**config.mk**
```make
export PLATFORM = sky130hd
export DESIGN_NAME = sorted_quality_move_list_top
export DESIGN_NICKNAME = d
export VERILOG_FILES = /design/src/rtl/core/sqml_pkg.sv /design/src/rtl/core/sorted_quality_move_list_top.sv /design/src/rtl/core/sqml_cell.sv
export VERILOG_INCLUDE_DIRS = /design/src /design/src/rtl/core
export SDC_FILE = /design/constraint.sdc
export NUM_CORES = 2
export LEC_CHECK = 0
export BUFFER_PORTS_ARGS = -buffer_cell sky130_fd_sc_hd__buf_2
export CORE_MARGIN = 4
export CORE_UTILIZATION = 25
export CTS_BUF_LIST = sky130_fd_sc_hd__clkbuf_4 sky130_fd_sc_hd__clkbuf_8
export CTS_CLUSTER_DIAMETER = 40
export DETAILED_ROUTE_END_ITERATION = 8
export PLACE_DENSITY_LB_ADDON = 0.2
export SYNTH_ARGS = -nofsm -noshare
export SYNTH_HDL_FRONTEND = slang
export SYNTH_SLANG_ARGS = --single-unit
```
**constraint.sdc**
```tcl
create_clock -name clk -period 14.4 [get_ports clk]
set_clock_uncertainty 0.05 [all_clocks]
set_input_delay 1.44 -clock clk [delete_from_list [all_inputs] [get_ports clk]]
set_output_delay 1.44 -clock clk [all_outputs]
set_load 0.05 [all_outputs]
```
**src/rtl/core/assert_macros.svh**
```systemverilog
// Assertion macros shared by the sorted move list RTL.
// Both macros use the clock clk and the synchronous reset rst of the module
// in which they are placed.
`ifndef ASSERT_MACROS_SVH
`define ASSERT_MACROS_SVH

// The condition must hold at every clock edge outside reset.
`define SQML_ASSERT_ALWAYS(label, cond) \
  label: assert property (@(posedge clk) disable iff (rst) (cond)) \
    else $error("sorted move list invariant violated");

// Whenever the antecedent holds, the consequent must hold in the next cycle.
`define SQML_ASSERT_NEXT(label, ante, cons) \
  label: assert property (@(posedge clk) disable iff (rst) (ante) |=> (cons)) \
    else $error("sorted move list sequence check failed");

`endif

```
**src/rtl/core/sqml_pkg.sv**
```systemverilog
`timescale 1ns / 1ps

package sqml_pkg;

  // Number of entries the list can hold.
  localparam int CAPACITY = 16;
  // Width of the occupancy counter, wide enough to hold CAPACITY itself.
  localparam int CNT_W = $clog2(CAPACITY + 1);
  // Width of the reported entry count field.
  localparam int ENTRY_COUNT_W = 5;

  // Operation codes carried on the input tuser.
  localparam logic [1:0] KIND_INSERT = 2'd0;
  localparam logic [1:0] KIND_UPDATE = 2'd1;
  localparam logic [1:0] KIND_POP    = 2'd2;

  // Declared from the top bit down, so that column sits in bits 7:0, row in
  // bits 15:8 and quality in bits 31:16, as on the stream data buses.
  typedef struct packed {
    logic signed [15:0] quality;
    logic [7:0]         row;
    logic [7:0]         column;
  } entry_t;

  // Contents of one cell of the chain.
  typedef struct packed {
    logic   valid;
    entry_t entry;
  } cell_state_t;

  // Command broadcast to every cell; at most one operation flag is set.
  typedef struct packed {
    logic   insert;
    logic   update;
    logic   pop;
    entry_t item;
  } cell_cmd_t;

endpackage

```
**src/rtl/core/sorted_quality_move_list_top.sv**
```systemverilog
`timescale 1ns / 1ps
// Each result is registered and appears on the output in the cycle after acceptance.
// Throughput: one transaction per cycle unless the output stalls; each operation
// finishes in the cycle in which the chain shifts, rewrites or takes the new entry.
// Reset: synchronous and active high; it empties the list, clears the count and
// drops any pending result. Entry contents are not cleared, only their valid bits.

module sorted_quality_move_list_top
  import sqml_pkg::*;
(
  input  logic        clk,
  input  logic        rst,
  // Input stream: one operation per transaction.
  input  logic        s_axis_tvalid,
  output logic        s_axis_tready,
  input  logic [31:0] s_axis_tdata,   // column [7:0], row [15:8], quality [31:16]
  input  logic [1:0]  s_axis_tuser,   // kind [1:0]
  // Output stream: one result per operation.
  output logic        m_axis_tvalid,
  input  logic        m_axis_tready,
  output logic [39:0] m_axis_tdata,   // head_column [7:0], head_row [15:8],
                                      // head_quality [31:16], entry_count [36:32],
                                      // refused [37], zero fill [39:38]
  output logic        m_axis_tuser    // head_valid
);

`include "assert_macros.svh"

  // The list is a chain of cells, cell 0 holding the head. Each operation is
  // broadcast to all cells, which decide locally what to hold next: on an insert
  // the cell at the insert position takes the new entry and the cells beyond it
  // take the contents of their neighbour nearer the head, on a pop every cell takes
  // the contents of its neighbour nearer the tail, and on an update each matching
  // cell rewrites its own score without any movement.

  logic              accept;
  logic              full;
  logic [CNT_W-1:0]  count;
  logic [CNT_W-1:0]  count_next;
  logic [1:0]        kind;
  cell_cmd_t         cmd;
  logic              refuse_now;

  cell_state_t       cells      [CAPACITY];
  cell_state_t       cells_next [CAPACITY];
  logic              found      [CAPACITY+1];
  logic [CAPACITY-1:0] valid_vec;

  // A single output register separates the two sides, so a new transaction is
  // taken whenever that register is empty or is being drained in this cycle.
  assign s_axis_tready = !m_axis_tvalid || m_axis_tready;
  assign accept        = s_axis_tvalid && s_axis_tready;
  assign kind          = s_axis_tuser;
  assign full          = count == CNT_W'(CAPACITY);

  // Decode the operation into the command seen by every cell.
  always_comb begin
    cmd.insert  = 1'b0;
    cmd.update  = 1'b0;
    cmd.pop     = 1'b0;
    cmd.item    = s_axis_tdata;
    refuse_now  = 1'b0;
    count_next  = count;
    if (accept) begin
      unique case (kind)
        KIND_INSERT: begin
          if (full) begin
            refuse_now = 1'b1;
          end else begin
            cmd.insert = 1'b1;
            count_next = count + CNT_W'(1);
          end
        end
        KIND_UPDATE: begin
          cmd.update = 1'b1;
        end
        KIND_POP: begin
          if (count != '0) begin
            cmd.pop    = 1'b1;
            count_next = count - CNT_W'(1);
          end
        end
        default: begin
          // The spare code leaves the list alone and only reports the head.
        end
      endcase
    end
  end

  assign found[0] = 1'b0;

  for (genvar i = 0; i < CAPACITY; i++) begin : g_cell
    cell_state_t left_in;
    cell_state_t right_in;

    if (i == 0) begin : g_head
      assign left_in = '0;
    end else begin : g_mid_left
      assign left_in = cells[i-1];
    end

    if (i == CAPACITY - 1) begin : g_tail
      assign right_in = '0;
    end else begin : g_mid_right
      assign right_in = cells[i+1];
    end

    sqml_cell u_cell (
      .clk        (clk),
      .rst        (rst),
      .cmd        (cmd),
      .left       (left_in),
      .right      (right_in),
      .found_in   (found[i]),
      .found_out  (found[i+1]),
      .state      (cells[i]),
      .state_next (cells_next[i])
    );

    assign valid_vec[i] = cells[i].valid;
  end

  always_ff @(posedge clk) begin
    if (rst) begin
      count <= '0;
    end else begin
      count <= count_next;
    end
  end

  // Result register: the head is taken from the value cell 0 is about to hold,
  // so the result describes the list after the operation.
  always_ff @(posedge clk) begin
    if (rst) begin
      m_axis_tvalid <= 1'b0;
    end else if (accept) begin
      m_axis_tvalid <= 1'b1;
    end else if (m_axis_tready) begin
      m_axis_tvalid <= 1'b0;
    end
  end

  always_ff @(posedge clk) begin
    if (accept) begin
      m_axis_tuser              <= cells_next[0].valid;
      m_axis_tdata[39:38]       <= 2'b00;
      m_axis_tdata[37]          <= refuse_now;
      m_axis_tdata[36:32]       <= ENTRY_COUNT_W'(count_next);
      if (cells_next[0].valid) begin
        m_axis_tdata[31:0]      <= cells_next[0].entry;
      end else begin
        m_axis_tdata[31:0]      <= '0;
      end
    end
  end

  // The count always equals the number of occupied cells.
  `SQML_ASSERT_ALWAYS(a_count_matches_cells, $countones(valid_vec) == 32'(count))
  // The count never exceeds the capacity.
  `SQML_ASSERT_ALWAYS(a_count_bounded, count <= CNT_W'(CAPACITY))
  // A pop on a non-empty list shortens it by exactly one entry.
  `SQML_ASSERT_NEXT(a_pop_shrinks, cmd.pop,
                    count == $past(count) - CNT_W'(1))
  // A refused insert leaves the list full and unchanged in length.
  `SQML_ASSERT_NEXT(a_refuse_keeps_full, refuse_now,
                    count == CNT_W'(CAPACITY) && m_axis_tdata[37])

endmodule

```
**src/rtl/core/sqml_cell.sv**
```systemverilog
`timescale 1ns / 1ps

module sqml_cell
  import sqml_pkg::*;
(
  input  logic        clk,
  input  logic        rst,
  input  cell_cmd_t   cmd,
  input  cell_state_t left,       // contents of the cell nearer the head
  input  cell_state_t right,      // contents of the cell nearer the tail
  input  logic        found_in,   // insert position lies nearer the head
  output logic        found_out,
  output cell_state_t state,
  output cell_state_t state_next
);

  logic greater;
  logic hit;
  logic match;

  // The new item stops at the first cell that is empty or whose score is
  // not greater than the new one.
  assign greater   = state.entry.quality > cmd.item.quality;
  assign hit       = !state.valid || !greater;
  assign found_out = found_in || hit;
  assign match     = state.valid && (state.entry.column == cmd.item.column)
                     && (state.entry.row == cmd.item.row);

  always_comb begin
    state_next = state;
    if (cmd.insert) begin
      if (found_in) begin
        state_next = left;
      end else if (hit) begin
        state_next.valid = 1'b1;
        state_next.entry = cmd.item;
      end
    end else if (cmd.update) begin
      if (match) begin
        state_next.entry.quality = cmd.item.quality;
      end
    end else if (cmd.pop) begin
      state_next = right;
    end
  end

  // Only the valid bit is reset; the entry is meaningless while it is clear.
  always_ff @(posedge clk) begin
    if (rst) begin
      state.valid <= 1'b0;
    end else begin
      state.valid <= state_next.valid;
    end
    state.entry <= state_next.entry;
  end

endmodule

```
==> flow_summary.toml <==
[setup_path]
r2r-end = "g_cell[8].u_cell.state[26]$_DFFE_PP_"
start_kind = "primary input"
r2r_cells = 11
cp.required_ps = 14790
regToRegStartpoint = "g_cell[1].u_cell.state[31]$_DFFE_PP_"
crit_buf_inv = 4
crit_slowest_cell = "or4_2"
crit_chain = "buf_2, inv_1, buf_4, ha_1, nand3_1, or3_1, a211oi_1, nor3_1, mux2i_4, or4_2, nor3_4, buf_4, a31oi_2, a41o_1"
crit_top_cell = "buf_4"
ff2ff_setup_slack_ps = 8740
crit_type = "primary input to flip-flop"
critPathMaxFanout = 56
crit_path_end_kind = "flip-flop"
crit_path_max_incr_delay_ps = 1140
crit_arrival_ps = 7040
cp_top_family = "simple AND/OR/NAND/NOR gates"

[clock_network]
ctsResizeCount = 0
htreeDepth = 4
cts_hold_buffers = 0
cts_tree = "done"
clockBufferDepth = 3
cts_setup_buffers = 0
cts_made_buffers = 135
numClockSinks = 573
clock_latency_ps = 820
root_buffer = "clkbuf_8"
clk_pin_slew_worst_paths_ps = 50

[placed_design]
gp_congestion = 0.824
dp_slack_ps = 6870
portBuffers = 78
dp_hpwl_um = 89500
placed_area_sq_um = 39800

[power]
ir_drop_mv = 0.0864
seqPwrFrac_pct = 43.3
power_density_nw_per_um2 = 111
p_int_mw = 3.34
p_total_mw = 4.75
switching_share_pct = 29.7
power.switching_mw = 1.41
pwr-share-comb_pct = 15.2
p_leak_nw = 15.9
pwr-share-clk_pct = 41.5

[logic_synthesis]
syn-cell-area_sq_um = 37400
ys_ff_latch = 573
yosysSeqAreaShare_pct = 44.5
synth_edf_count = 519
yosysWarnings = 0
synthFlopType = "edfxtp_1"
avgSynthCellArea_sq_um = 10.1
synthCells = 3697
ys_types = 81
ys_async_sr_fraction_pct = 0

[sta]
maxSlewHeadroom_pct = 11.9
period_share_pct = 46.2
slew_violations = 0
hold_violations = 0
fmax_mhz = 150
setup_violations = 0
rsz0062_at_grt = "false"
holdWs_ps = 471
worstMarginPinSlew_ps = 1310
fin_ws_ps = 7750
setup_tns_ps = 0
fin_crit_ps = 6650

[die]
io-pin-count = 81
initial_core_util_pct = 25.3
coreArea_sq_um = 148000
die_width_um = 395
die_h_um = 395
dieArea_sq_um = 156000
num_rows = 141

[min_path]
hold_depth = 2
hp-class = "flip-flop to flip-flop"
hold_path_end = "m_axis_tvalid$_SDFFE_PP0P_"
hp-start = "m_axis_tvalid$_SDFFE_PP0P_"

[global_routing]
track_usage_pct = 15.7
overflow = 0
grt_pass1_vias = 30200
antenna_found_initial = 1
grt_pass1_wl_um = 194000
grt_max_degree = 185

[cells_and_area]
fin_nets = 4003
drive_gt1_share_pct = 13.5
area_delta_synth_final_pct = 13.7
diodes = 0
stdcell_area_sq_um = 42600

[routing]
via_count = 30000
avgRoutedWirePerCell_um = 22.1
avgViaCountPerCell = 5.23
drc = 0
drtIter0Drc = 2365
detail-route-antenna-nets = 0
routed_wl_um = 127000
drtPass1Iterations = 7

[job]
maxCapViolCount = 0

[status]
outcome = "finished clean"
placed cells by master, fill, tap and decap left out, types with 84 or more instances in the layout:
cell / count
mux2i_1: 180
inv_1: 84
clkbuf_8: 152
nand2_1: 301
xor2_1: 139
ha_1: 258
o21ai_0: 174
xnor2_1: 120
a31oi_1: 104
buf_4: 92
a21oi_1: 149
nand4_1: 107
nor2_1: 331
o22ai_1: 92
edfxtp_1: 519
how the worst max path moves through the flow:
stage          slack [ps]  depth (start not counted)                                   end        startpoint
3_5_place_dp         6870                         14  g_cell[8].u_cell.state[26]$_DFFE_PP_  s_axis_tdata[24]
5_1_grt              7310                         13  g_cell[8].u_cell.state[26]$_DFFE_PP_  s_axis_tdata[24]
6_report             7750                         14  g_cell[8].u_cell.state[26]$_DFFE_PP_  s_axis_tdata[24]
2_1_floorplan        8210                         15  g_cell[7].u_cell.state[16]$_DFFE_PP_  s_axis_tdata[31]
4_1_cts              7760                         14  g_cell[8].u_cell.state[26]$_DFFE_PP_  s_axis_tdata[24]
3_3_place_gp         6970                         14  g_cell[8].u_cell.state[25]$_DFFE_PP_  s_axis_tdata[24]
cells in the mapped netlist (all sizes together) (8+ instances only):
master     n  area (sq um)
and4      13           114
o31ai     26           200
a21o      32           240
nand2b    15          93.8
o221a     65           732
buf       71           374
a21oi    151           759
a222oi    12           120
nor2     337          1270
clkbuf   228           856
nand2    303          1140
a22o      16           140
nor3      75           408
ha       258          3230
inv       85           319
nor2b     19           119
and3      58           363
a211oi    28           210
or2       16           100
xnor2    120          1050
a31oi    110           739
xor2     139          1220
and2      20           125
a221o     65           651
a311oi    11          96.3
nand4    107           669
o22ai     92           576
a221oi    18           220
nand3     52           265
nor4      39           274
a2111oi    8          70.1
edfxtp   519         15600
or3       54           338
mux2i    181          1810
o21ai    188           941
o21a      15           113
dfxtp     54          1080
o211ai    44           330
routing by layer:
| layer | GRT usage (%) | vias up | part of all wire, % |
|---|---|---|---|
| met5 | 0 | - | 0 |
| met4 | 3.73 | 0 | 1.6 |
| met3 | 2.17 | 144 | 4.8 |
| met2 | 23.8 | 760 | 44 |
| met1 | 23.5 | 15000 | 50 |
| li1 | - | 14100 | - |
power by group through the flow:
stage | sequential (mW) | clock (mW) | combinational, mW
5_1_grt | 2.06 | 2.10 | 0.805
4_1_cts | 2.05 | 2.02 | 0.724
3_3_place_gp | 2.09 | 0 | 0.713
6_report | 2.05 | 1.97 | 0.723
2_1_floorplan | 2.08 | 0 | 0.484
3_5_place_dp | 2.09 | 0 | 0.720
registers in the layout (all words and copies together) (netlist names):
name,count
m_axis_tuser,1
m_axis_tvalid,1
m_axis_tdata,38
g_cell.u_cell.state,528
count,5
logic make-up (layout without fill, tap and decap cells):
group           count (synthesis)  count (layout)  share of synthesized area [%]
mux                           182             182                           4.87
other cells                     1               2                         0.0100
flops                         573             573                           44.5
fa+ha+maj                     258             258                           8.62
buf+inv                       384             497                           4.14
xor+xnor                      259             259                           6.06
compound gates                922             922                           17.4
simple gates                 1118            1118                           14.3
layout make-up:
class | count | area [sq um]
fillers | 15600 | 106000
multi-input cells | 2741 | 19300
flip-flops and latches | 573 | 16700
well taps | 1930 | 2410
clock buffers | 184 | 2330
repair buffers | 171 | 1100
clock inverters | 57 | 397
inverters | 85 | 319
per-stage QoR:
stage / util, % / std cells
after detailed placement: 26.9 / 5500
after CTS: 28.7 / 5741
after floorplan: - / 3698
final: 28.7 / 5741
after global placement: 26.9 / 5500
after global routing: 28.7 / 5741
worst reg2reg max path, cell delays in order, from the launching register on:
cell	delay, ps
edfxtp_1	440
ha_1	370
nand4_1	170
or4_1	570
a21o_1	190
nand3_2	100
nand4b_4	140
or4_2	1130
nor3_4	280
buf_4	610
a31oi_2	550
a41o_1	670
No activity file was read; power rests on OpenSTA's default activity.
